`src/hdl/glyph_quad_text_layout_core_defines.svh`:
```
// Assertion macros shared by the layout core.
`ifndef GLYPH_QUAD_TEXT_LAYOUT_CORE_DEFINES_SVH
`define GLYPH_QUAD_TEXT_LAYOUT_CORE_DEFINES_SVH

// The consequent must hold in the same cycle as the antecedent.
`define GQTL_ASSERT_NOW(label, clk, rstn, ante, cons, msg) \
    label: assert property (@(posedge clk) disable iff (!rstn) (ante) |-> (cons)) \
        else $error(msg);

// The consequent must hold in the cycle after the antecedent.
`define GQTL_ASSERT_NEXT(label, clk, rstn, ante, cons, msg) \
    label: assert property (@(posedge clk) disable iff (!rstn) (ante) |=> (cons)) \
        else $error(msg);

`endif

```
`src/hdl/gqtl_pkg.sv`:
```
package gqtl_pkg;

    // Input command codes.
    localparam logic [1:0] CMD_START = 2'd0;
    localparam logic [1:0] CMD_LOAD  = 2'd1;
    localparam logic [1:0] CMD_CHAR  = 2'd2;

    // Character codes with a pen action of their own.
    localparam logic [7:0] CODE_TAB     = 8'd9;
    localparam logic [7:0] CODE_NEWLINE = 8'd10;
    localparam logic [7:0] CODE_SPACE   = 8'd32;

    // Configuration register indexes.
    localparam logic [2:0] REG_SCALE       = 3'd0;
    localparam logic [2:0] REG_SPACE_WIDTH = 3'd1;
    localparam logic [2:0] REG_TAB_WIDTH   = 3'd2;
    localparam logic [2:0] REG_LINE_HEIGHT = 3'd3;
    localparam logic [2:0] REG_BASELINE    = 3'd4;
    localparam logic [2:0] REG_ROOT_X      = 3'd5;
    localparam logic [2:0] REG_ROOT_Y      = 3'd6;

    localparam int APB_ADDR_W = 5;
    localparam int S_TDATA_W  = 160;
    localparam int M_TDATA_W  = 208;

    // Scaled widths: signed metric gives 29 bits, signed sum of two metrics
    // gives 30 bits, unsigned size gives 27 bits.
    localparam int STEP_W = 29;
    localparam int OFFY_W = 30;
    localparam int SIZE_W = 27;

    typedef enum logic [2:0] {
        OP_NOP,
        OP_START,
        OP_SPACE,
        OP_TAB,
        OP_NEWLINE,
        OP_GLYPH
    } op_t;

    typedef struct packed {
        logic        [15:0] scale;
        logic signed [15:0] space_width;
        logic signed [15:0] tab_width;
        logic signed [15:0] line_height;
        logic signed [15:0] baseline;
        logic signed [31:0] root_x;
        logic signed [31:0] root_y;
    } cfg_t;

    typedef struct packed {
        logic signed [15:0] offset_x;
        logic signed [15:0] offset_y;
        logic        [14:0] glyph_width;
        logic        [14:0] glyph_height;
        logic signed [15:0] advance;
        logic        [7:0]  page_id;
        logic        [15:0] tex_left;
        logic        [15:0] tex_top;
        logic        [15:0] tex_right;
        logic        [15:0] tex_bottom;
    } glyph_entry_t;

    typedef struct packed {
        logic         present;
        glyph_entry_t entry;
    } glyph_word_t;

    // Item waiting for the table read data.
    typedef struct packed {
        op_t        op;
        logic [7:0] code;
    } s1_t;

    // Item with all scaled terms, ready for the pen update.
    typedef struct packed {
        op_t                      op;
        logic [7:0]               code;
        logic signed [STEP_W-1:0] step;
        logic signed [STEP_W-1:0] off_x;
        logic signed [OFFY_W-1:0] off_y;
        logic [SIZE_W-1:0]        size_w;
        logic [SIZE_W-1:0]        size_h;
        logic [15:0]              tex_left;
        logic [15:0]              tex_top;
        logic [15:0]              tex_right;
        logic [15:0]              tex_bottom;
        logic [7:0]               page_id;
    } s2_t;

    typedef struct packed {
        logic signed [31:0] quad_x;
        logic signed [31:0] quad_y;
        logic [30:0]        quad_width;
        logic [30:0]        quad_height;
        logic [15:0]        uv_left;
        logic [15:0]        uv_top;
        logic [15:0]        uv_right;
        logic [15:0]        uv_bottom;
        logic [7:0]         quad_page;
        logic [7:0]         quad_char;
    } quad_t;

    // Clamp a sum to the signed 32-bit range.
    function automatic logic signed [31:0] sat32(input logic signed [33:0] v);
        logic signed [31:0] r;
        if (v[33:31] == 3'b000 || v[33:31] == 3'b111) begin
            r = v[31:0];
        end else if (v[33]) begin
            r = {1'b1, 31'd0};
        end else begin
            r = {1'b0, {31{1'b1}}};
        end
        return r;
    endfunction

endpackage

```
`src/hdl/gqtl_scale_stage.sv`:
```
module gqtl_scale_stage (
    input  logic                  aclk,
    input  logic                  aresetn,
    input  logic                  s1_adv,
    input  gqtl_pkg::s1_t         s1,
    input  gqtl_pkg::glyph_word_t rd_data,
    input  gqtl_pkg::cfg_t        cfg,
    input  logic                  s2_take,
    output logic                  s2_valid,
    output gqtl_pkg::s2_t         s2
);

    logic          s2_valid_reg, s2_valid_next;
    gqtl_pkg::s2_t s2_reg, s2_next;
    gqtl_pkg::op_t op_res;

    logic signed [16:0] scale_s;
    logic signed [15:0] step_m;
    logic signed [16:0] base_sum;
    logic signed [32:0] step_p;
    logic signed [32:0] offx_p;
    logic signed [33:0] offy_p;
    logic        [30:0] w_p;
    logic        [30:0] h_p;

    assign scale_s = $signed({1'b0, cfg.scale});

    // A glyph code whose entry was never loaded turns into a no-op.
    always_comb begin
        op_res = s1.op;
        if (s1.op == gqtl_pkg::OP_GLYPH && !rd_data.present) begin
            op_res = gqtl_pkg::OP_NOP;
        end
    end

    // Pick the metric that moves the pen.
    always_comb begin
        case (s1.op)
            gqtl_pkg::OP_SPACE:   step_m = cfg.space_width;
            gqtl_pkg::OP_TAB:     step_m = cfg.tab_width;
            gqtl_pkg::OP_NEWLINE: step_m = cfg.line_height;
            gqtl_pkg::OP_GLYPH:   step_m = rd_data.entry.advance;
            default:              step_m = '0;
        endcase
    end

    // Each scaled term is the product shifted down four bits; the arithmetic
    // shift of the product floors toward minus infinity.
    assign base_sum = 17'(cfg.baseline) + 17'(rd_data.entry.offset_y);
    assign step_p   = 33'(step_m) * 33'(scale_s);
    assign offx_p   = 33'(rd_data.entry.offset_x) * 33'(scale_s);
    assign offy_p   = 34'(base_sum) * 34'(scale_s);
    assign w_p      = 31'(rd_data.entry.glyph_width) * 31'(cfg.scale);
    assign h_p      = 31'(rd_data.entry.glyph_height) * 31'(cfg.scale);

    always_comb begin
        s2_next.op         = op_res;
        s2_next.code       = s1.code;
        s2_next.step       = step_p[32:4];
        s2_next.off_x      = offx_p[32:4];
        s2_next.off_y      = offy_p[33:4];
        s2_next.size_w     = w_p[30:4];
        s2_next.size_h     = h_p[30:4];
        s2_next.tex_left   = rd_data.entry.tex_left;
        s2_next.tex_top    = rd_data.entry.tex_top;
        s2_next.tex_right  = rd_data.entry.tex_right;
        s2_next.tex_bottom = rd_data.entry.tex_bottom;
        s2_next.page_id    = rd_data.entry.page_id;
    end

    // Stage occupancy: no-ops are dropped here.
    always_comb begin
        s2_valid_next = s2_valid_reg;
        if (s1_adv) begin
            s2_valid_next = (op_res != gqtl_pkg::OP_NOP);
        end else if (s2_take) begin
            s2_valid_next = 1'b0;
        end
    end

    always_ff @(posedge aclk) begin
        if (!aresetn) begin
            s2_valid_reg <= 1'b0;
        end else begin
            s2_valid_reg <= s2_valid_next;
        end
    end

    always_ff @(posedge aclk) begin
        if (s1_adv) begin
            s2_reg <= s2_next;
        end
    end

    assign s2_valid = s2_valid_reg;
    assign s2       = s2_reg;

endmodule

```
`config.mk`:
```
export PLATFORM = sky130hd
export DESIGN_NAME = gqtl_scale_stage
export DESIGN_NICKNAME = d
export VERILOG_FILES = /design/src/hdl/glyph_quad_text_layout_core_defines.svh /design/src/hdl/gqtl_pkg.sv /design/src/hdl/gqtl_scale_stage.sv
export SDC_FILE = /design/constraint.sdc
export NUM_CORES = 2
export LEC_CHECK = 0
export BUFFER_PORTS_ARGS = -buffer_cell sky130_fd_sc_hd__clkbuf_2
export CORE_MARGIN = 5
export CORE_UTILIZATION = 48
export CTS_CLUSTER_SIZE = 8
export DETAILED_ROUTE_END_ITERATION = 8
export PLACE_DENSITY_LB_ADDON = 0.05
export SETUP_SLACK_MARGIN = 0.3
export SYNTH_ARGS = -nofsm -noshare
export SYNTH_HDL_FRONTEND = slang
export SYNTH_SLANG_ARGS = --single-unit
```
`constraint.sdc`:
```
create_clock -name aclk -period 29.9 [get_ports aclk]
set_clock_uncertainty 0.1 [all_clocks]
set_input_delay 5.98 -clock aclk [delete_from_list [all_inputs] [get_ports aclk]]
set_output_delay 5.98 -clock aclk [all_outputs]
set_load 0.01 [all_outputs]
```
Word level (Yosys, flattened, before mapping)

Index checks and enable logic that the tools add are counted.

Register bits after elaboration: 226
Output and inout port bits: 226

$add $sub $neg: 1
Multipliers: 5
Eq/ne operators: 4
Muxes and demuxes: 4
Reductions and logical operators: 4

Operators with widths:

| cell                                                             | count |
|---|---|
| 16-bit by 17-bit multiplier with 33-bit output                   | 2 |
| 16-bit case mux with 4 select lines                              | 1 |
| 15-bit by 16-bit multiplier with 31-bit output                   | 2 |
| 17-bit by 17-bit multiplier with 34-bit output                   | 1 |
| 16-bit by 16-bit adder with 17-bit output                        | 1 |
| 3-bit by 2-bit == test with 1-bit output (second input constant) | 2 |
| 3-bit == test (second input constant)                            | 2 |
| 3-bit 2-to-1 mux                                                 | 1 |
| 3-bit nonzero test                                               | 1 |
| 1-bit 2-to-1 mux                                                 | 2 |
| 2-bit nonzero test                                               | 1 |
| 1-bit logical AND                                                | 1 |
| 1-bit zero test                                                  | 1 |

Depth between registers and ports, before layout

Depth after elaboration: 5
Gate-level depth with buffers: 34
Gate-level depth less buffers: 32

Worst setup path before layout

No wires, ideal clock.

Kind: input port to flip-flop
From: input rd_data[118] (netlist name)
To: register s2_reg (netlist bit s2[155]) (data pin)
Library setup time: 265 ps
Arrival: 13348 ps
Required time: 29535 ps
Path slack: 16188 ps
Cell stages on the path: 32
Path buffers: 3
Path through: ha_1 -> inv_1 -> fa_1 -> nor2b_1 -> o21ai_0 -> a21boi_0 -> o21ai_0 -> a211o_1 -> and4_1 -> nor2_1 -> clkbuf_1 -> a21boi_0 -> fa_1 -> fa_1 -> clkbuf_1 -> inv_1 -> fa_1 -> inv_1 -> fa_1 -> fa_1 -> inv_1 -> fa_1 -> inv_1 -> ha_1 -> clkbuf_1 -> nand3_1 -> nor2_1 -> and3_1 -> o311ai_0 -> a211oi_1 -> nand3b_1 -> nand3_1

Word-level cells in the longest chain between the ends: 2

Ends and longest elaborated chain:

| item                                           | line                   | text |
|---|---|---|
| start: declaration                             | gqtl_scale_stage.sv:6  | `input gqtl_pkg::glyph_word_t rd_data,` |
| 16-bit by 16-bit adder with 17-bit output      | gqtl_scale_stage.sv:49 | `assign base_sum = 17'(cfg.baseline) + 17'(rd_data.entry.offset_y);` |
| 17-bit by 17-bit multiplier with 34-bit output | gqtl_scale_stage.sv:52 | `assign offy_p = 34'(base_sum) * 34'(scale_s);` |
| via offy_p[33]                                 | gqtl_scale_stage.sv:22 | `logic signed [33:0] offy_p;` |
| end signal: assignment                         | gqtl_scale_stage.sv:91 | `s2_reg <= s2_next;` |
| end: declaration                               | gqtl_scale_stage.sv:14 | `gqtl_pkg::s2_t s2_reg, s2_next;` |

The timed path passes the listed nets, and every way through them passes these cells.
A chain may end at the register's enable or synchronous reset.

Worst setup path after layout

From: input rd_data[118] (netlist name)
To: register s2_reg (netlist bit s2[154]) (data pin)

Same word-level chain as after synthesis.

==> impl_results.md <==
* Final setup fails at 0
* Die Width at around 340 um
* Initial DRC Count at approximately 1500
* Die area at ~110000 sq um
* Final Hold Violating Endpoints at 0
* CP Launch Type: input pin
* Top post-synthesis cells by area: fa_1 39%, edfxtp_1 13%, ha_1 13%, inv_1 8.8%, and2_1 6.1%
* DRC viols at 0
* GPL Wtd Cong at between 0.8 and 0.9
* Largest fanout on the critical path at 13
* Congestion Overflow GR at 0
* Synth Cell Area at roughly 52000 sq um
* Cts bufs inserted at 35
* # rows at 120
* Sequential share of the synthesized area at a little over an eighth
* Vias in the first global route at between 30000 and 40000
* Later-pin clock latency in the skew report at approximately 580 ps
* Layout cell share with drive strength beyond 1 at between 10% and 20%
* Max-cap viol count at 0
* Antenna-violating nets left at 0
* Fillers at slightly above 10000
* Die Ht at 339 um
* Period Utilization, post-route at between 40% and 50%
* CP most frequent cell: fa_1
* Post-synth EDFFs at between 200 and 250
* Hold path cells at 3
* HP Class: reg -> reg
* WS Path Type: in -> reg
* CP required at just over 30000 ps
* CORE AREA at about 110000 sq um
* Cts hold-fix bufs at 0
* Status: completed
* DP HPWL at roughly 100000 um
* Clock root cell: clkbuf_16
* Setup TNS at 0 ps
* Synth async-reset ratio at 0%
* Slowest Stage Delay on Critical Path at approximately 800 ps
* Synth Area per Inst at approximately 9.5 sq um
* Port Buffers at 471
* DR vias/cell at 5.16
* Io pins at 536
* Worst-case clock buffer depth at 3
* Via count at between 30000 and 40000
* Per-cell routed wire length at ~18 um
* Final worst path period need at approximately 15000 ps
* Tot GR Track Use at roughly a quarter
* Worst path slowest cell: fa_1
* #FFs+latches synth at 226
* Slew Limit Fails at 0
* Post-CTS sizing at 0
* Max FFs per register at roughly 230
* First-pass GRT wire length at 216000 um
* Mapped Nets at between 7000 and 8000
* Slew margin rel. at 26.7%
* RSZ-0062 raised after global routing: no
* Synth Flop Type: edfxtp_1
* Antenna violations before repair at 8
* Initial core utilization at around half
* H-tree levels at 2
* CP endpoint kind: register
* DR pass1 iterations at 5
* Fmax at around 69 MHz
* Cell variety after synth at 84
* CTS sink cnt at roughly 230
* Yosys warning total at 0
* Syn Inst Count at 5466
* Reg2reg path depth at 3
* Post-CTS Setup Repair Bufs at 0
* Tightest Pin Transition at around 1100 ps
* Clock slew at reported path FFs at about 50 ps
* Post-synth top area share at between 30% and 40%
* Final WL at 131000 um
* CP Data Arrival Time at ~15000 ps
* Largest net degree at the start of global routing at 73
* Post-layout nets at 7631
* CTS tree: built
* Yosys top cell by area: fa_1
* Syn-to-layout area delta at 8.90%
[logic make-up (layout without fill, tap and decap cells)]
| family | Yosys count | count (layout) | share of synthesized area [%] |
|---|---|---|---|
| simple gates | 1586 | 1586 | 14.9 |
| fa+ha+maj | 1548 | 1548 | 52.1 |
| buf+inv | 1462 | 1782 | 10.7 |
| compound gates | 443 | 443 | 5.80 |
| flops | 226 | 226 | 13.0 |
| xor+xnor | 150 | 150 | 2.53 |
| mux | 51 | 51 | 1.02 |
| other cells | 0 | 6 | 0 |
[metal layers]
layer  global-route usage, %  share of wire [%]
met5                       0              0.039
met4                    4.94                2.1
met3                    3.63                5.2
met2                    39.3                 48
met1                    32.1                 45
[critical path: cells and delay by family]
kind	cells	cell delay, ps
adders and majority gates	9	4370
AOI/OAI and AO/OA	8	2630
and+or+nand+nor	6	1280
buffers and inverters	6	580
[synthesized netlist by cell type (5+ instances only)]
cell / n
a31o_2: 8
o31ai_1: 8
clkbuf_1: 231
edfxtp_1: 225
a21oi_1: 110
o21a_1: 14
a31oi_1: 16
buf_2: 9
a211o_1: 5
mux2_2: 6
o31a_1: 5
mux2i_1: 43
o211ai_1: 12
nor2b_1: 25
ha_1: 526
a21boi_0: 22
nor2_1: 123
and3_1: 24
a211oi_1: 18
xnor2_1: 119
o221ai_1: 5
nand2b_1: 57
a21o_1: 59
xor2_1: 31
o21ai_0: 70
fa_1: 1021
o21bai_1: 14
or2_2: 8
nor3_1: 31
and2_1: 504
nand3b_1: 5
or3_1: 7
nand2_1: 738
nand3_1: 31
nand4_1: 13
o22ai_1: 15
inv_1: 1213
[final cells by class]
cell class | instances | area [sq um] | area share, %
antenna | 6 | 15.0 | 0.0265
clock inverter | 8 | 76.3 | 0.135
inverter | 1213 | 4550 | 8.05
tap | 1403 | 1760 | 3.10
timing repair buffer | 520 | 2740 | 4.85
sequential | 226 | 6780 | 12.0
clock buffer | 41 | 898 | 1.59
multi-input combinational | 3778 | 39700 | 70.3
[layout by cell type (no fill, tap or decap), types with 35 or more instances in the layout]
| master | instances |
|---|---|
| edfxtp_1 | 225 |
| buf_4 | 52 |
| a21oi_1 | 109 |
| clkbuf_16 | 35 |
| xnor2_1 | 113 |
| clkbuf_2 | 454 |
| nor2_1 | 123 |
| and2_1 | 504 |
| nand2_1 | 738 |
| ha_1 | 526 |
| a21o_1 | 59 |
| inv_1 | 1213 |
| o21ai_0 | 70 |
| fa_1 | 1021 |
| mux2i_1 | 43 |
| nand2b_1 | 57 |
[per-stage QoR]
step,utilization (%),setup slack [ps],cell area [sq um],hold WS (ps),std cells
after floorplan,-,16190,51900,550,5466
after global routing,52.7,14610,56500,697,7190
after global placement,51.8,14640,55600,624,7140
final,52.8,15320,56600,645,7195
after detailed placement,51.8,14640,55600,661,7140
after CTS,52.7,15220,56500,678,7189
[worst paths after layout]
path                startpoint  slack, ps        to
setup / recovery  rd_data[118]      15320   s2[154]
hold / removal        s2_valid        650  s2_valid
setup reg to reg      s2_valid      28940  s2_valid
hold reg to reg       s2_valid        650  s2_valid
Power is left out: the tool's default activity adds up to more than one toggle a clock period on the data nets, which glitch-free logic cannot reach.
