$ cat src/hdl/glyph_quad_text_layout_core_defines.svh
// Assertion macros shared by the layout core.
`ifndef GLYPH_QUAD_TEXT_LAYOUT_CORE_DEFINES_SVH
`define GLYPH_QUAD_TEXT_LAYOUT_CORE_DEFINES_SVH

// The consequent must hold in the same cycle as the antecedent.
`define GQTL_ASSERT_NOW(label, clk, rstn, ante, cons, msg) \
    label: assert property (@(posedge clk) disable iff (!rstn) (ante) |-> (cons)) \
        else $error(msg);

// The consequent must hold in the cycle after the antecedent.
`define GQTL_ASSERT_NEXT(label, clk, rstn, ante, cons, msg) \
    label: assert property (@(posedge clk) disable iff (!rstn) (ante) |=> (cons)) \
        else $error(msg);

`endif

$ cat src/hdl/gqtl_pkg.sv
package gqtl_pkg;

    // Input command codes.
    localparam logic [1:0] CMD_START = 2'd0;
    localparam logic [1:0] CMD_LOAD  = 2'd1;
    localparam logic [1:0] CMD_CHAR  = 2'd2;

    // Character codes with a pen action of their own.
    localparam logic [7:0] CODE_TAB     = 8'd9;
    localparam logic [7:0] CODE_NEWLINE = 8'd10;
    localparam logic [7:0] CODE_SPACE   = 8'd32;

    // Configuration register indexes.
    localparam logic [2:0] REG_SCALE       = 3'd0;
    localparam logic [2:0] REG_SPACE_WIDTH = 3'd1;
    localparam logic [2:0] REG_TAB_WIDTH   = 3'd2;
    localparam logic [2:0] REG_LINE_HEIGHT = 3'd3;
    localparam logic [2:0] REG_BASELINE    = 3'd4;
    localparam logic [2:0] REG_ROOT_X      = 3'd5;
    localparam logic [2:0] REG_ROOT_Y      = 3'd6;

    localparam int APB_ADDR_W = 5;
    localparam int S_TDATA_W  = 160;
    localparam int M_TDATA_W  = 208;

    // Scaled widths: signed metric gives 29 bits, signed sum of two metrics
    // gives 30 bits, unsigned size gives 27 bits.
    localparam int STEP_W = 29;
    localparam int OFFY_W = 30;
    localparam int SIZE_W = 27;

    typedef enum logic [2:0] {
        OP_NOP,
        OP_START,
        OP_SPACE,
        OP_TAB,
        OP_NEWLINE,
        OP_GLYPH
    } op_t;

    typedef struct packed {
        logic        [15:0] scale;
        logic signed [15:0] space_width;
        logic signed [15:0] tab_width;
        logic signed [15:0] line_height;
        logic signed [15:0] baseline;
        logic signed [31:0] root_x;
        logic signed [31:0] root_y;
    } cfg_t;

    typedef struct packed {
        logic signed [15:0] offset_x;
        logic signed [15:0] offset_y;
        logic        [14:0] glyph_width;
        logic        [14:0] glyph_height;
        logic signed [15:0] advance;
        logic        [7:0]  page_id;
        logic        [15:0] tex_left;
        logic        [15:0] tex_top;
        logic        [15:0] tex_right;
        logic        [15:0] tex_bottom;
    } glyph_entry_t;

    typedef struct packed {
        logic         present;
        glyph_entry_t entry;
    } glyph_word_t;

    // Item waiting for the table read data.
    typedef struct packed {
        op_t        op;
        logic [7:0] code;
    } s1_t;

    // Item with all scaled terms, ready for the pen update.
    typedef struct packed {
        op_t                      op;
        logic [7:0]               code;
        logic signed [STEP_W-1:0] step;
        logic signed [STEP_W-1:0] off_x;
        logic signed [OFFY_W-1:0] off_y;
        logic [SIZE_W-1:0]        size_w;
        logic [SIZE_W-1:0]        size_h;
        logic [15:0]              tex_left;
        logic [15:0]              tex_top;
        logic [15:0]              tex_right;
        logic [15:0]              tex_bottom;
        logic [7:0]               page_id;
    } s2_t;

    typedef struct packed {
        logic signed [31:0] quad_x;
        logic signed [31:0] quad_y;
        logic [30:0]        quad_width;
        logic [30:0]        quad_height;
        logic [15:0]        uv_left;
        logic [15:0]        uv_top;
        logic [15:0]        uv_right;
        logic [15:0]        uv_bottom;
        logic [7:0]         quad_page;
        logic [7:0]         quad_char;
    } quad_t;

    // Clamp a sum to the signed 32-bit range.
    function automatic logic signed [31:0] sat32(input logic signed [33:0] v);
        logic signed [31:0] r;
        if (v[33:31] == 3'b000 || v[33:31] == 3'b111) begin
            r = v[31:0];
        end else if (v[33]) begin
            r = {1'b1, 31'd0};
        end else begin
            r = {1'b0, {31{1'b1}}};
        end
        return r;
    endfunction

endpackage

$ cat src/hdl/gqtl_pen_stage.sv
module gqtl_pen_stage (
    input  logic           aclk,
    input  logic           aresetn,
    input  logic           s2_valid,
    input  gqtl_pkg::s2_t  s2,
    input  gqtl_pkg::cfg_t cfg,
    output logic           s2_take,
    output logic           m_valid,
    input  logic           m_ready,
    output gqtl_pkg::quad_t quad
);

    logic signed [31:0] pen_x_reg, pen_x_next;
    logic signed [31:0] pen_y_reg, pen_y_next;
    logic               m_valid_reg, m_valid_next;
    gqtl_pkg::quad_t    quad_reg, quad_next;

    logic               out_free;
    logic               emit;
    logic signed [33:0] sum_x_step;
    logic signed [33:0] sum_y_line;
    logic signed [33:0] sum_qx;
    logic signed [33:0] sum_qy;
    logic signed [33:0] size_h_s;

    // The output register can take a quad when empty or being drained.
    assign out_free = !m_valid_reg || m_ready;
    assign s2_take  = s2_valid && (s2.op != gqtl_pkg::OP_GLYPH || out_free);
    assign emit     = s2_take && s2.op == gqtl_pkg::OP_GLYPH;

    assign size_h_s   = $signed({7'd0, s2.size_h});
    assign sum_x_step = 34'(pen_x_reg) + 34'(s2.step);
    assign sum_y_line = 34'(pen_y_reg) - 34'(s2.step);
    assign sum_qx     = 34'(pen_x_reg) + 34'(s2.off_x);
    assign sum_qy     = 34'(pen_y_reg) - size_h_s + 34'(s2.off_y);

    // Pen update for the item leaving this stage.
    always_comb begin
        pen_x_next = pen_x_reg;
        pen_y_next = pen_y_reg;
        if (s2_take) begin
            case (s2.op)
                gqtl_pkg::OP_START: begin
                    pen_x_next = cfg.root_x;
                    pen_y_next = cfg.root_y;
                end
                gqtl_pkg::OP_NEWLINE: begin
                    pen_x_next = cfg.root_x;
                    pen_y_next = gqtl_pkg::sat32(sum_y_line);
                end
                gqtl_pkg::OP_SPACE, gqtl_pkg::OP_TAB, gqtl_pkg::OP_GLYPH: begin
                    pen_x_next = gqtl_pkg::sat32(sum_x_step);
                end
                default: begin
                    pen_x_next = pen_x_reg;
                end
            endcase
        end
    end

    // Quad built from the pen position before the advance.
    always_comb begin
        quad_next.quad_x      = gqtl_pkg::sat32(sum_qx);
        quad_next.quad_y      = gqtl_pkg::sat32(sum_qy);
        quad_next.quad_width  = {4'd0, s2.size_w};
        quad_next.quad_height = {4'd0, s2.size_h};
        quad_next.uv_left     = s2.tex_left;
        quad_next.uv_top      = s2.tex_top;
        quad_next.uv_right    = s2.tex_right;
        quad_next.uv_bottom   = s2.tex_bottom;
        quad_next.quad_page   = s2.page_id;
        quad_next.quad_char   = s2.code;
    end

    always_comb begin
        m_valid_next = m_valid_reg;
        if (emit) begin
            m_valid_next = 1'b1;
        end else if (m_ready) begin
            m_valid_next = 1'b0;
        end
    end

    always_ff @(posedge aclk) begin
        if (!aresetn) begin
            pen_x_reg   <= '0;
            pen_y_reg   <= '0;
            m_valid_reg <= 1'b0;
        end else begin
            pen_x_reg   <= pen_x_next;
            pen_y_reg   <= pen_y_next;
            m_valid_reg <= m_valid_next;
        end
    end

    always_ff @(posedge aclk) begin
        if (emit) begin
            quad_reg <= quad_next;
        end
    end

    assign m_valid = m_valid_reg;
    assign quad    = quad_reg;

endmodule
$ cat config.mk
export PLATFORM = sky130hd
export DESIGN_NAME = gqtl_pen_stage
export DESIGN_NICKNAME = d
export VERILOG_FILES = /design/src/hdl/glyph_quad_text_layout_core_defines.svh /design/src/hdl/gqtl_pkg.sv /design/src/hdl/gqtl_pen_stage.sv
export SDC_FILE = /design/constraint.sdc
export NUM_CORES = 1
export LEC_CHECK = 0
export CAP_MARGIN = 30
export CORE_MARGIN = 1
export CORE_UTILIZATION = 30
export DETAILED_ROUTE_END_ITERATION = 8
export DONT_BUFFER_PORTS = 1
export GPL_ROUTABILITY_DRIVEN = 0
export PLACE_DENSITY = 0.4
export SLEW_MARGIN = 20
export SYNTH_ARGS = -nofsm -noshare
export SYNTH_HDL_FRONTEND = slang
export SYNTH_SLANG_ARGS = --single-unit
export TNS_END_PERCENT = 20
$ cat constraint.sdc
create_clock -name aclk -period 22.5 [get_ports aclk]
set_input_delay 3.375 -clock aclk [delete_from_list [all_inputs] [get_ports aclk]]
set_output_delay 3.375 -clock aclk [all_outputs]
set_load 0.005 [all_outputs]
Word level (Yosys, flattened, before mapping):

Cells that the tools add are included.
W data, S select, Z words.

* order comparisons: 0
* $add $sub $neg: 5
* multipliers: 0
* divide/modulo/power cells: 0
* eq/ne operators: 10
* reductions and logical operators: 20
* muxes and demuxes: 12
* bitwise operators: 0
* shift-type cells: 0

Operators by type and width (number)
* $mux W32: 8
* $pmux W32 S2: 2
* $add A32 B29 Y33: 2
* $add A33 B30 Y34: 1
* $sub A32 B28 Y33: 1
* $sub A32 B29 Y33: 1
* $eq A3 B3 Y1 const B: 6
* $logic_not A3 Y1: 4
* $eq A3 B2 Y1 const B: 2
* $logic_or A1 B1 Y1: 6
* $reduce_bool A2 Y1: 3
* $reduce_and A2 Y1: 2
* $eq A3 B1 Y1 const B: 1
* $ne A3 B3 Y1 const B: 1
* $reduce_or A3 Y1: 1
* $logic_and A1 B1 Y1: 2
* $mux W1: 2
* $reduce_or A2 Y1: 1
* $logic_not A1 Y1: 1

* bits in read-only memories: 0
* memory bits (writable): 0
* logic and storage cells: 60
* output and inout port bits: 208
* input port bits: 373
* latch bits: 0
* register bits: 263
* memories kept: 0

Longest topological paths before layout:

Gate-level depths: netlist of the first run.

* word-level depth: 6
* depth in mapped cells: 15
* gate-level depth less buffers: 14

Least setup slack after synthesis of the first run:

Ideal clock, no wire load.

* path type: input-to-reg
* start: input s2[223] (netlist name)
* end: register quad_reg (netlist bit quad[0]) (enable)
* stages: 3
* path buffers: 0
* library setup time: 0.760 ns
* data arrival time: 11.853 ns
* required time: 21.740 ns
* path slack: 9.887 ns
* path through: nand3b_1 o21ai_0 nor2_1

* cells in the longest elaborated chain, start to end: 4
* elaborated cells between the ends (all ways): 5
* classes of those cells: eq/ne (2); reduce/logical (3)

RTL lines
* start: declaration: RTL line gqtl_pen_stage.sv:5 `input gqtl_pkg::s2_t s2,`
* $ne A3 B3 Y1: RTL line gqtl_pen_stage.sv:28 `assign s2_take = s2_valid && (s2.op != gqtl_pkg::OP_GLYPH || out_free);`
* $logic_or A1 B1 Y1: RTL line gqtl_pen_stage.sv:28
* $logic_and A1 B1 Y1: RTL line gqtl_pen_stage.sv:28
* $logic_and A1 B1 Y1 (*): RTL line gqtl_pen_stage.sv:29 `assign emit = s2_take && s2.op == gqtl_pkg::OP_GLYPH;`
* net emit: RTL line gqtl_pen_stage.sv:19 `logic emit;`
* end signal: assignment: RTL line gqtl_pen_stage.sv:98 `quad_reg <= quad_next;`
* end: declaration: RTL line gqtl_pen_stage.sv:16 `gqtl_pkg::quad_t quad_reg, quad_next;`

Mark *: on every way through the listed nets, which the timed path passes. The rest lies on a longest branch.
A chain may end at the register's enable or synchronous reset.

Worst setup path in the final report of the first run:

* start: input s2[223] (netlist name)
* end: output s2_take

* cells in the longest elaborated chain, start to end: 3

RTL lines
* $ne A3 B3 Y1: RTL line gqtl_pen_stage.sv:28
* $logic_or A1 B1 Y1: RTL line gqtl_pen_stage.sv:28
* $logic_and A1 B1 Y1: RTL line gqtl_pen_stage.sv:28
* end: declaration: RTL line gqtl_pen_stage.sv:7 `output logic s2_take,`

Every way passes these cells.

==> metrics.md, run 1 <==
| Metric | Value |
|---|---|
| Status | finished with violations |
| Violated checks | design-rule violations |
| Ports | between 500 and 600 |
| Max Cap Viol | 0 |
| Die area | 60,930 µm² |
| Die Ht | 246.8 µm |
| Htree depth | 2 |
| First-pass GRT wire length | 84,210 µm |
| Post-CTS Setup Bufs | 0 |
| # setup viols final | 0 |
| Cell leakage power | 7.810 nW |
| Initial Util | 0.3041 |
| Core Box Area | 59,130 µm² |
| Layout area overhead | 9.859% |
| Pins Over Slew Limit | 0 |
| CP peak stage delay | 550 ps |
| HP Class | reg -> reg |
| Cell row count | 89 |
| Placement Cell Area | around 19,000 µm² |
| Setup crit end kind | output pin |
| Top-count cell post-synth | edfxtp_1 |
| Clk_skew | roughly 23 ps |
| TritonCTS clock tree | done |
| R2r setup slk | 17,920 ps |
| Critical path startpoint category | input pin |
| Critical path class | in -> out |
| CP max stage cell | o21ai_0 |
| CTS Sinks | 263 |
| R2r startpoint | pen_y_reg[1]$_SDFFE_PN0P_ |
| EDFF count, synth | 198 |
| Post-synth top flop | edfxtp_1 |
| Ys Warns | 0 |
| Syn_area_per_cell | 9.575 µm² |
| Slew HR | 0.3516 |
| PortBufs | 0 |
| Iteration-0 DRC count of the detailed router | between 800 and 900 |
| Final Hold Vio Count | 0 |
| Largest area contributor in the netlist | edfxtp_1 |
| Crit path time final | 7716 ps |
| Root Buffer | clkbuf_16 |
| Worst-Margin Slew | 972.7 ps |
| Post-route cell area | 19,760 µm² |
| Final hold slack | 481.7 ps |
| Async set-or-reset flop fraction in the synthesized netlist | 0 |
| Share of cells above drive strength 1 | 0.06290 |
| CP arrival | 4340 ps |
| Hold path startpoint | pen_y_reg[12]$_SDFFE_PN0P_ |
| Clock Tree Buf Depth | 3 |
| Initial antenna violation count | 3 |
| Max reg flops | slightly below 200 |
| Synthesis-stage register bit count | 263 |
| PD cells | 78.80 nW/µm² |
| Die boundary width | approximately 250 µm |
| Detailed placement HPWL | ~48,000 µm |
| Hold EP | pen_y_reg[12]$_SDFFE_PN0P_ |
| CP required | 19,120 ps |
| Cells after Synth | 1,878 |
| CP Buf/Inv Count | 1 |
| Peak supply drop | 0.04103 mV |
| Worst R2R End | quad[171]$_DFFE_PP_ |
| Top delay family on crit path | compound AO/OA/AOI/OAI gates |
| Worst Reg-to-Reg Cells | 13 |
| Setup TNS | 0 ps |
| CTS Hold Bufs | 0 |
| Seq/Total Area, Yosys | 0.4030 |
| Area occupied by registers | 7247 µm² |
| Drt drc | 82 |
| Total gr overflow | 0 |
| First-pass DRT Iterations | 7 |
| WL final | 58,280 µm |
| Multi-input gate area | 9666 µm² |
| Vias | 14,030 |
| Post-cts sizing count | 0 |
| GRT Resource Usage Total | 0.1836 |
| Worst-Skew Late Latency | 550 ps |
| Area share of the largest cell type after synthesis | 0.3306 |
| Tcrit/Tclk final | 0.3429 |
| Commonest cells post-synth | 198 x edfxtp_1, 187 x inv_1, 178 x a21oi_1 |
| DRT antenna net count | 0 |
| Synth unique cells | between 100 and 150 |
| Number of global-route vias before repair | 13,520 |
| Nets | approximately 2,400 |
| Largest net degree at the start of global routing | between 70 and 80 |
| Crit-path cells | nand3b_1, o21ai_0, inv_1 |
| DR vias/cell | approximately 5.3 |
| Top post-synthesis cells by area | edfxtp_1 33%, ha_1 9.4%, dfxtp_1 7.2% |
| CP max FO | 5 |
| Fillers | 6,003 |
| TritonCTS buffer count | 34 |
| Worst hold stages | 2 |
| F_max | 129.6 MHz |
| Cell area after synthesis | 17,980 µm² |
| Wire per inst | 21.99 µm |
| CTS clk-pin slew, worst paths | around 50 ps |
| RSZ-0062 raised after global routing | false |
-- power by group --
group          total, mW  internal, mW  switching, mW  leakage (nW)
registers          0.582         0.563         0.0190          2.33
clock network      0.523         0.303          0.220         0.511
logic              0.451         0.172          0.279          4.97
-- area by class of cell --
class,instances,share of cell area
multi-input combinational,1349,0.4893
sequential,263,0.3668
tap,773,0.04896
clock buffer,38,0.04383
inverter,188,0.03572
clock inverter,23,0.009754
timing repair buffer,15,0.005510
antenna,1,0.0001267
-- layer usage --
metal,global-route usage,vias up,routed length [µm]
met2,0.3316,386,29850
met1,0.2207,6759,24130
met4,0.03431,2,765
met5,0,-,17
met3,0.04309,40,3517
li1,-,6845,-
-- through the flow --
stage               setup WS, ps  std cells  total power, mW    util
global route               14660       2650            1.653  0.3341
finish                     14780       2650            1.557  0.3341
floorplan                   9887       1885           0.9394       -
global placement           14650       2586            1.039  0.3158
CTS                        14720       2648            1.576  0.3340
detailed placement         14730       2587            1.042  0.3161
-- tightest hold or removal path, delay by kind of cell, from the launching register on --
kind / cells / cell delay, ps
AO/OA/AOI/OAI: 1 / 50
AND/OR/NAND/NOR: 1 / 60
flip-flops: 1 / 330
-- worst max-delay path by stage --
| stage | startpoint | slack (ps) | end | cells past startpoint |
|---|---|---|---|---|
| 2_1_floorplan | s2[223] | 9890 | quad[0]$_DFFE_PP_ | 3 |
| 3_3_place_gp | s2[127] | 14650 | quad[171]$_DFFE_PP_ | 13 |
| 6_report | s2[223] | 14780 | s2_take | 3 |
| 5_1_grt | s2[223] | 14660 | s2_take | 3 |
| 4_1_cts | s2[223] | 14720 | s2_take | 3 |
| 3_5_place_dp | s2[223] | 14730 | s2_take | 3 |
-- cells by family after synthesis --
family / Yosys count / synth area share
flops: 263 / 0.4030
other cells: 1 / 0.0002085
fa+ha+maj: 168 / 0.1290
simple gates: 437 / 0.1217
xor+xnor: 104 / 0.05170
mux: 6 / 0.004036
compound gates: 626 / 0.2274
buf+inv: 273 / 0.06297
-- cell usage in the layout, fill, tap and decap left out, types with 12 or more instances in the layout --
master / n
a211oi_1: 26
a21o_1: 55
a21oi_1: 177
a221oi_1: 16
a31oi_1: 25
and2_1: 12
and3_1: 18
buf_4: 14
clkbuf_16: 34
dfxtp_1: 65
edfxtp_1: 198
fa_1: 30
ha_1: 135
inv_1: 187
nand2_1: 149
nand2b_1: 17
nand3_1: 33
nand4_1: 21
nor2_1: 74
nor3_1: 33
o211ai_1: 16
o21ai_0: 145
o21ai_1: 20
o21bai_1: 13
or3_1: 16
xnor2_1: 57
xor2_1: 46
Power figures use the tool's default switching activity.
==> run 2: changes to the inputs <==
Settings changed: ABC_AREA set to 1, PLACE_DENSITY 0.4 to 0.41.
Clock period 22.5 ns to 6.8 ns, I/O delays scaled along.
==> run 2 against run 1 <==
  * The run now ends clean
  * Sequential share of layout area fell by 2.4 points
  * Sequential cell count did not move
  * Combinational power grew to 2.9 times the previous value
  * Largest cell class unchanged
  * Routed wire length rose by 16%
  * Highest routed layer unchanged
  * Register-to-register slack worse by 15000 ps
  * Cell count up 29%
==> metrics.md, run 2 <==
| Metric | Value |
|---|---|
| Status | finished clean |
| RSZ-0062 raised after global routing | false |
| F_max | 273.8 MHz |
| CP arrival | 3890 ps |
| Clk_skew | between 20 and 25 ps |
| Top-count cell post-synth | nand2_1 |
| Iteration-0 DRC count of the detailed router | about 1,100 |
| Max reg flops | roughly 200 |
| Worst-Skew Late Latency | 540 ps |
| Final Hold Vio Count | 0 |
| Commonest non-fill, non-tap cells in the layout | 800 x nand2_1, 353 x inv_1, 248 x nor2_1, 199 x a21oi_1, 198 x edfxtp_1 |
| First-pass GRT wire length | slightly below 100,000 µm |
| EDFF count, synth | 198 |
| Htree depth | 2 |
| Detailed placement HPWL | around 57,000 µm |
| Die boundary width | ~250 µm |
| Post-cts sizing count | 0 |
| Cell area after synthesis | 19,170 µm² |
| Initial Util | 0.3039 |
| Max Cap Viol | 0 |
| Share of cells above drive strength 1 | 0.06194 |
| Tcrit/Tclk final | 0.5371 |
| Total gr overflow | 0 |
| Clk pwr share | 0.371 |
| Crit path time final | 3653 ps |
| CTS Hold Bufs | 0 |
| Switching share of total power | 0.3274 |
| Drt drc | 0 |
| GRT Resource Usage Total | 0.2020 |
| Share of the core filled with cells | 0.3355 |
| PortBufs | 0 |
| Ports | about 580 |
| Top post-synthesis cells by area | edfxtp_1 31%, nand2_1 16%, ha_1 8.8% |
| Most common cell after layout, fill and taps aside | nand2_1 |
| Root Buffer | clkbuf_16 |
| Nets | 3,064 |
| Setup ws final | 3148 ps |
| Post-CTS Setup Bufs | 0 |
| Die area | 64,920 µm² |
| Setup crit end kind | flop |
| Power Total | 5.101 mW |
| CP max FO | 31 |
| Die Ht | ~250 µm |
| TritonCTS clock tree | done |
| Pint | 3.431 mW |
| Post-synth top flop | edfxtp_1 |
| DRT antenna net count | 0 |
| Clock Tree Buf Depth | 3 |
| Layout area overhead | 10.39% |
| TritonCTS buffer count | 35 |
| Setup TNS | 0 ps |
| Seq/Total Area, Yosys | 0.3780 |
| First-pass DRT Iterations | 5 |
| Cell row count | roughly 90 |
| Slew HR | 0.3657 |
| Pre-CTS setup slack | 2615 ps |
| CTS clk-pin slew, worst paths | 60 ps |
| Cells after Synth | 2,530 |
| Synth unique cells | just under 50 |
| PD cells | 241.0 nW/µm² |
| Commonest cells post-synth | 801 x nand2_1, 353 x inv_1, 249 x nor2_1 |
| Critical path startpoint category | input pin |
| WL final | 67,470 µm |
| DR vias/cell | between 4 and 5 |
| Syn_area_per_cell | 7.577 µm² |
| Cell leakage power | 9.898 nW |
| Pins Over Slew Limit | 0 |
| Synthesis-stage register bit count | around 260 |
| Net Switching | 1.670 mW |
| Comb pwr share | 0.260 |
| Ys Warns | 0 |
| Peak supply drop | between 0.1 and 0.15 mV |
| Initial antenna violation count | 18 |
| Largest area contributor in the netlist | edfxtp_1 |
| Core Box Area | 63,080 µm² |
| Flop pwr share | 0.369 |
| Wire per inst | 19.80 µm |
| Vias | 16,050 |
| Critical path class | in -> reg |
| CP required | between 7000 and 8000 ps |
| Largest net degree at the start of global routing | 156 |
| HP Class | reg -> reg |
| Async set-or-reset flop fraction in the synthesized netlist | 0 |
| CTS Sinks | approximately 260 |
| Worst-Margin Slew | between 900 and 1000 ps |
| # setup viols final | 0 |
| Area share of the largest cell type after synthesis | 0.3101 |
| Number of global-route vias before repair | roughly 16,000 |
==> run 2: cell count changes in the layout (fill, tap and decap cells not counted), moves of 47 or more <==
cell     delta
nand3_1    +47
a21o_1     -47
nor2_1    +174
o21ai_0    -99
nand2_1   +651
inv_1     +166
==> run 2: critical path, stage by stage <==
cell,delay [ps]
inv_1,30
fa_1,490
inv_1,40
ha_1,370
a21o_1,220
a31oi_1,320
o21ai_1,150
a21oi_1,190
nand2_1,70
nand2_1,100
nand2_4,70
o21bai_4,640
nand2_1,160
==> run 2: cell type report <==
cell class	instances	area, µm²
clock buffers	41	908.4
well taps	846	1059
clock inverters	21	260.3
flip-flops and latches	263	7247
repair buffers	9	87.58
inverters	359	1348
diodes	11	27.53
fillers	6900	41920
multi-input cells	1858	10230
==> run 2: cells by family after synthesis <==
logic type / synth area share
DFF: 0.3780
and+or+nand+nor: 0.2662
AOI/OAI and AO/OA: 0.1016
other: 0.0001956
adders and majority gates: 0.1194
xor gates and xnor gates: 0.04386
buffers and inverters: 0.09065
==> run 2: final timing paths <==
path | start | end | slack [ps] | cells past startpoint
worst min register to register | pen_y_reg[0]$_SDFFE_PN0P_ | pen_y_reg[0]$_SDFFE_PN0P_ | 470 | 2
worst max-delay path | s2[145] | quad[152]$_DFFE_PP_ | 3150 | 13
worst min-delay path | pen_y_reg[0]$_SDFFE_PN0P_ | pen_y_reg[0]$_SDFFE_PN0P_ | 470 | 2
worst max register to register | pen_y_reg[25]$_SDFFE_PN0P_ | quad[152]$_DFFE_PP_ | 3170 | 14
==> run 2: power by group through the flow <==
stage          clock (mW)  combinational, mW  sequential (mW)
6_report             1.89               1.33             1.88
5_1_grt              2.01               1.51             1.89
4_1_cts              1.95               1.33             1.88
3_5_place_dp            0               1.33             1.92
3_3_place_gp            0               1.33             1.92
2_1_floorplan           0               1.06             1.89
==> run 2: through the flow <==
| stage | hold WS (ps) | instances | instance area, µm² |
|---|---|---|---|
| final | 470.4 | 3408 | 21160 |
| after global routing | 503.2 | 3401 | 21150 |
| after CTS | 468.7 | 3396 | 21120 |
| after detailed placement | 458.9 | 3334 | 19950 |
| after global placement | 457.8 | 3334 | 19950 |
| after floorplan | 445.3 | 2537 | 19200 |
==> run 2: per-layer routing <==
metal / vias up / GRT usage / routed length (µm)
met4: 14 / 0.04260 / 1066
met1: 7386 / 0.2509 / 29070
met3: 73 / 0.06307 / 5472
li1: 8116 / - / -
met5: - / 0 / 108
met2: 462 / 0.3410 / 31760
==> run 3: changes to the inputs <==
Settings changed: PLACE_DENSITY 0.41 to 0.4.
Clock period 6.8 ns to 3.6 ns, I/O delays scaled along.
==> run 3 against run 2 <==
  * Via count grew 0.22%
  * Global-route usage grew 0.16 points
  * Cell count grew 0.44%
  * Critical endpoint is now quad[150]$_DFFE_PP_
  * Largest cell class unchanged
==> metrics.md, run 3 (synthesis results as in run 2) <==
| Metric | Value |
|---|---|
| Crit path to | quad[150]$_DFFE_PP_ |
| Clk_skew | 24.27 ps |
| First-pass GRT wire length | a little under 100,000 µm |
| CP Buf/Inv Count | 3 |
| Crit path time final | 3315 ps |
| Cell leakage power | 9.961 nW |
| Setup ws final | 285.1 ps |
| R2r setup slk | 290 ps |
| WP depth | 16 |
| Layout area overhead | 11.11% |
| Wire per inst | 19.92 µm |
| Cell row count | 92 |
| Core Box Area | around 63,000 µm² |
| Total gr overflow | 0 |
| Comb pwr share | 0.274 |
| Ports | 581 |
| Setup crit end kind | flop |
| First-pass DRT Iterations | 8 |
| Share of cells above drive strength 1 | 0.06734 |
| Initial Util | 0.3039 |
| Switching share of total power | 0.3333 |
| GRT Resource Usage Total | 0.2037 |
| CP required | around 3900 ps |
| Pint | 6.316 mW |
| Commonest non-fill, non-tap cells in the layout | 799 x nand2_1, 350 x inv_1, 247 x nor2_1, 199 x a21oi_1, 198 x edfxtp_1 |
| PD cells | between 400 and 500 nW/µm² |
| Top delay family on crit path | simple AND/OR/NAND/NOR gates |
| Setup crit start | pen_y_reg[15]$_SDFFE_PN0P_ |
| Power Total | about 9.5 mW |
| CTS Hold Bufs | 0 |
| HP Class | in -> reg |
| TritonCTS buffer count | 34 |
| Worst Reg-to-Reg Cells | 16 |
| Critical path class | reg -> reg |
| Nets | 3,083 |
| Worst-Skew Late Latency | approximately 540 ps |
| TritonCTS clock tree | done |
| F_max | 301.7 MHz |
| CTS clk-pin slew, worst paths | 60 ps |
| Worst-Margin Slew | 631.6 ps |
| # setup viols final | 0 |
| Post-cts sizing count | 0 |
| Post-CTS Setup Bufs | 0 |
| Pins Over Slew Limit | 0 |
| Net Switching | roughly 3.2 mW |
| Number of global-route vias before repair | ~16,000 |
| DR vias/cell | ~4.7 |
| Largest net degree at the start of global routing | 92 |
| Drt drc | 0 |
| Max Cap Viol | 0 |
| Pre-CTS setup slack | ~5.7 ps |
| Slew HR | 0.5779 |
| Die boundary width | 254.8 µm |
| RSZ-0062 raised after global routing | false |
| Initial antenna violation count | 15 |
| CP max stage cell | fa_1 |
| Root Buffer | clkbuf_16 |
| Worst R2R End | quad[150]$_DFFE_PP_ |
| DRT antenna net count | 0 |
| Htree depth | 2 |
| CTS Sinks | 263 |
| Die area | 64,920 µm² |
| CP peak stage delay | 490 ps |
| Vias | 16,090 |
| Flop pwr share | 0.375 |
| Iteration-0 DRC count of the detailed router | 1,030 |
| Detailed placement HPWL | 57,940 µm |
| CP max FO | 15 |
| Critical path startpoint category | flop |
| CP arrival | 3580 ps |
| Tcrit/Tclk final | 0.9208 |
| Clk pwr share | 0.351 |
| Max reg flops | 198 |
| Status | finished clean |
| PortBufs | 0 |
| R2r startpoint | pen_y_reg[15]$_SDFFE_PN0P_ |
| Crit-path cells | inv_1, fa_1, inv_1, ha_1, nand2_1, nor2_1, inv_1, o21ai_1, nor2_1, nand2_2, nand2_1, nand2_1, nand2_1, nand2_2, o21bai_4, nand2_1 |
| WL final | 68,200 µm |
| Final Hold Vio Count | 0 |
| Most common cell after layout, fill and taps aside | nand2_1 |
| Clock Tree Buf Depth | 3 |
| Most used cell, CP | nand2_1 |
| Peak supply drop | 0.2651 mV |
| Die Ht | around 250 µm |
[run 3: cell count changes in the layout (fill, tap and decap cells not counted), moves of 3 or more]
cell,before,now
clkinv_2,8,2
bufinv_16,5,2
buf_12,1,4
diode_2,11,8
buf_4,7,23
inv_1,353,350
clkbuf_1,5,13
[run 3: worst min-delay path by stage]
stage | cells past startpoint | startpoint | to | slack (ps)
floorplan | 2 | pen_y_reg[0]$_SDFFE_PN0P_ | pen_y_reg[0]$_SDFFE_PN0P_ | 450
global placement | 2 | pen_y_reg[0]$_SDFFE_PN0P_ | pen_y_reg[0]$_SDFFE_PN0P_ | 460
detailed placement | 2 | pen_y_reg[0]$_SDFFE_PN0P_ | pen_y_reg[0]$_SDFFE_PN0P_ | 460
CTS | 0 | s2[119] | quad[131]$_DFFE_PP_ | 50
global route | 0 | s2[119] | quad[131]$_DFFE_PP_ | 50
finish | 0 | s2[101] | quad[113]$_DFFE_PP_ | 90
[run 3: area by class of cell]
class                      count  area (µm²)
clock buffer                  50       940.9
multi-input combinational   1860       10270
timing repair buffer          27       252.7
fill                        6868       41780
antenna                        8       20.02
sequential                   263        7247
tap                          846        1059
clock inverter                10       145.1
inverter                     359        1363
[run 3: power groups by stage]
stage	clock network [mW]	logic (mW)	registers [mW]
floorplan	0	2.00	3.56
global placement	0	2.58	3.62
detailed placement	0	2.58	3.62
CTS	3.44	2.59	3.56
global route	3.55	2.95	3.56
finish	3.33	2.59	3.55
[run 3: metrics by stage]
stage | instance area (µm²) | util | std cells | setup TNS [ps] | hold slack (ps)
global placement | 20140 | 0.3192 | 3352 | 0 | 457.8
finish | 21300 | 0.3377 | 3423 | 0 | 86.73
global route | 21280 | 0.3374 | 3416 | 0 | 45.68
CTS | 21240 | 0.3368 | 3413 | 0 | 46.95
floorplan | 19230 | - | 2537 | -109400 | 445.3
detailed placement | 20160 | 0.3195 | 3353 | 0 | 463.0
[run 3: metal layers]
layer	global-route usage	wire (µm)
met5	0	88
met4	0.04482	1338
met3	0.06624	6240
met2	0.3373	31560
met1	0.2559	28970
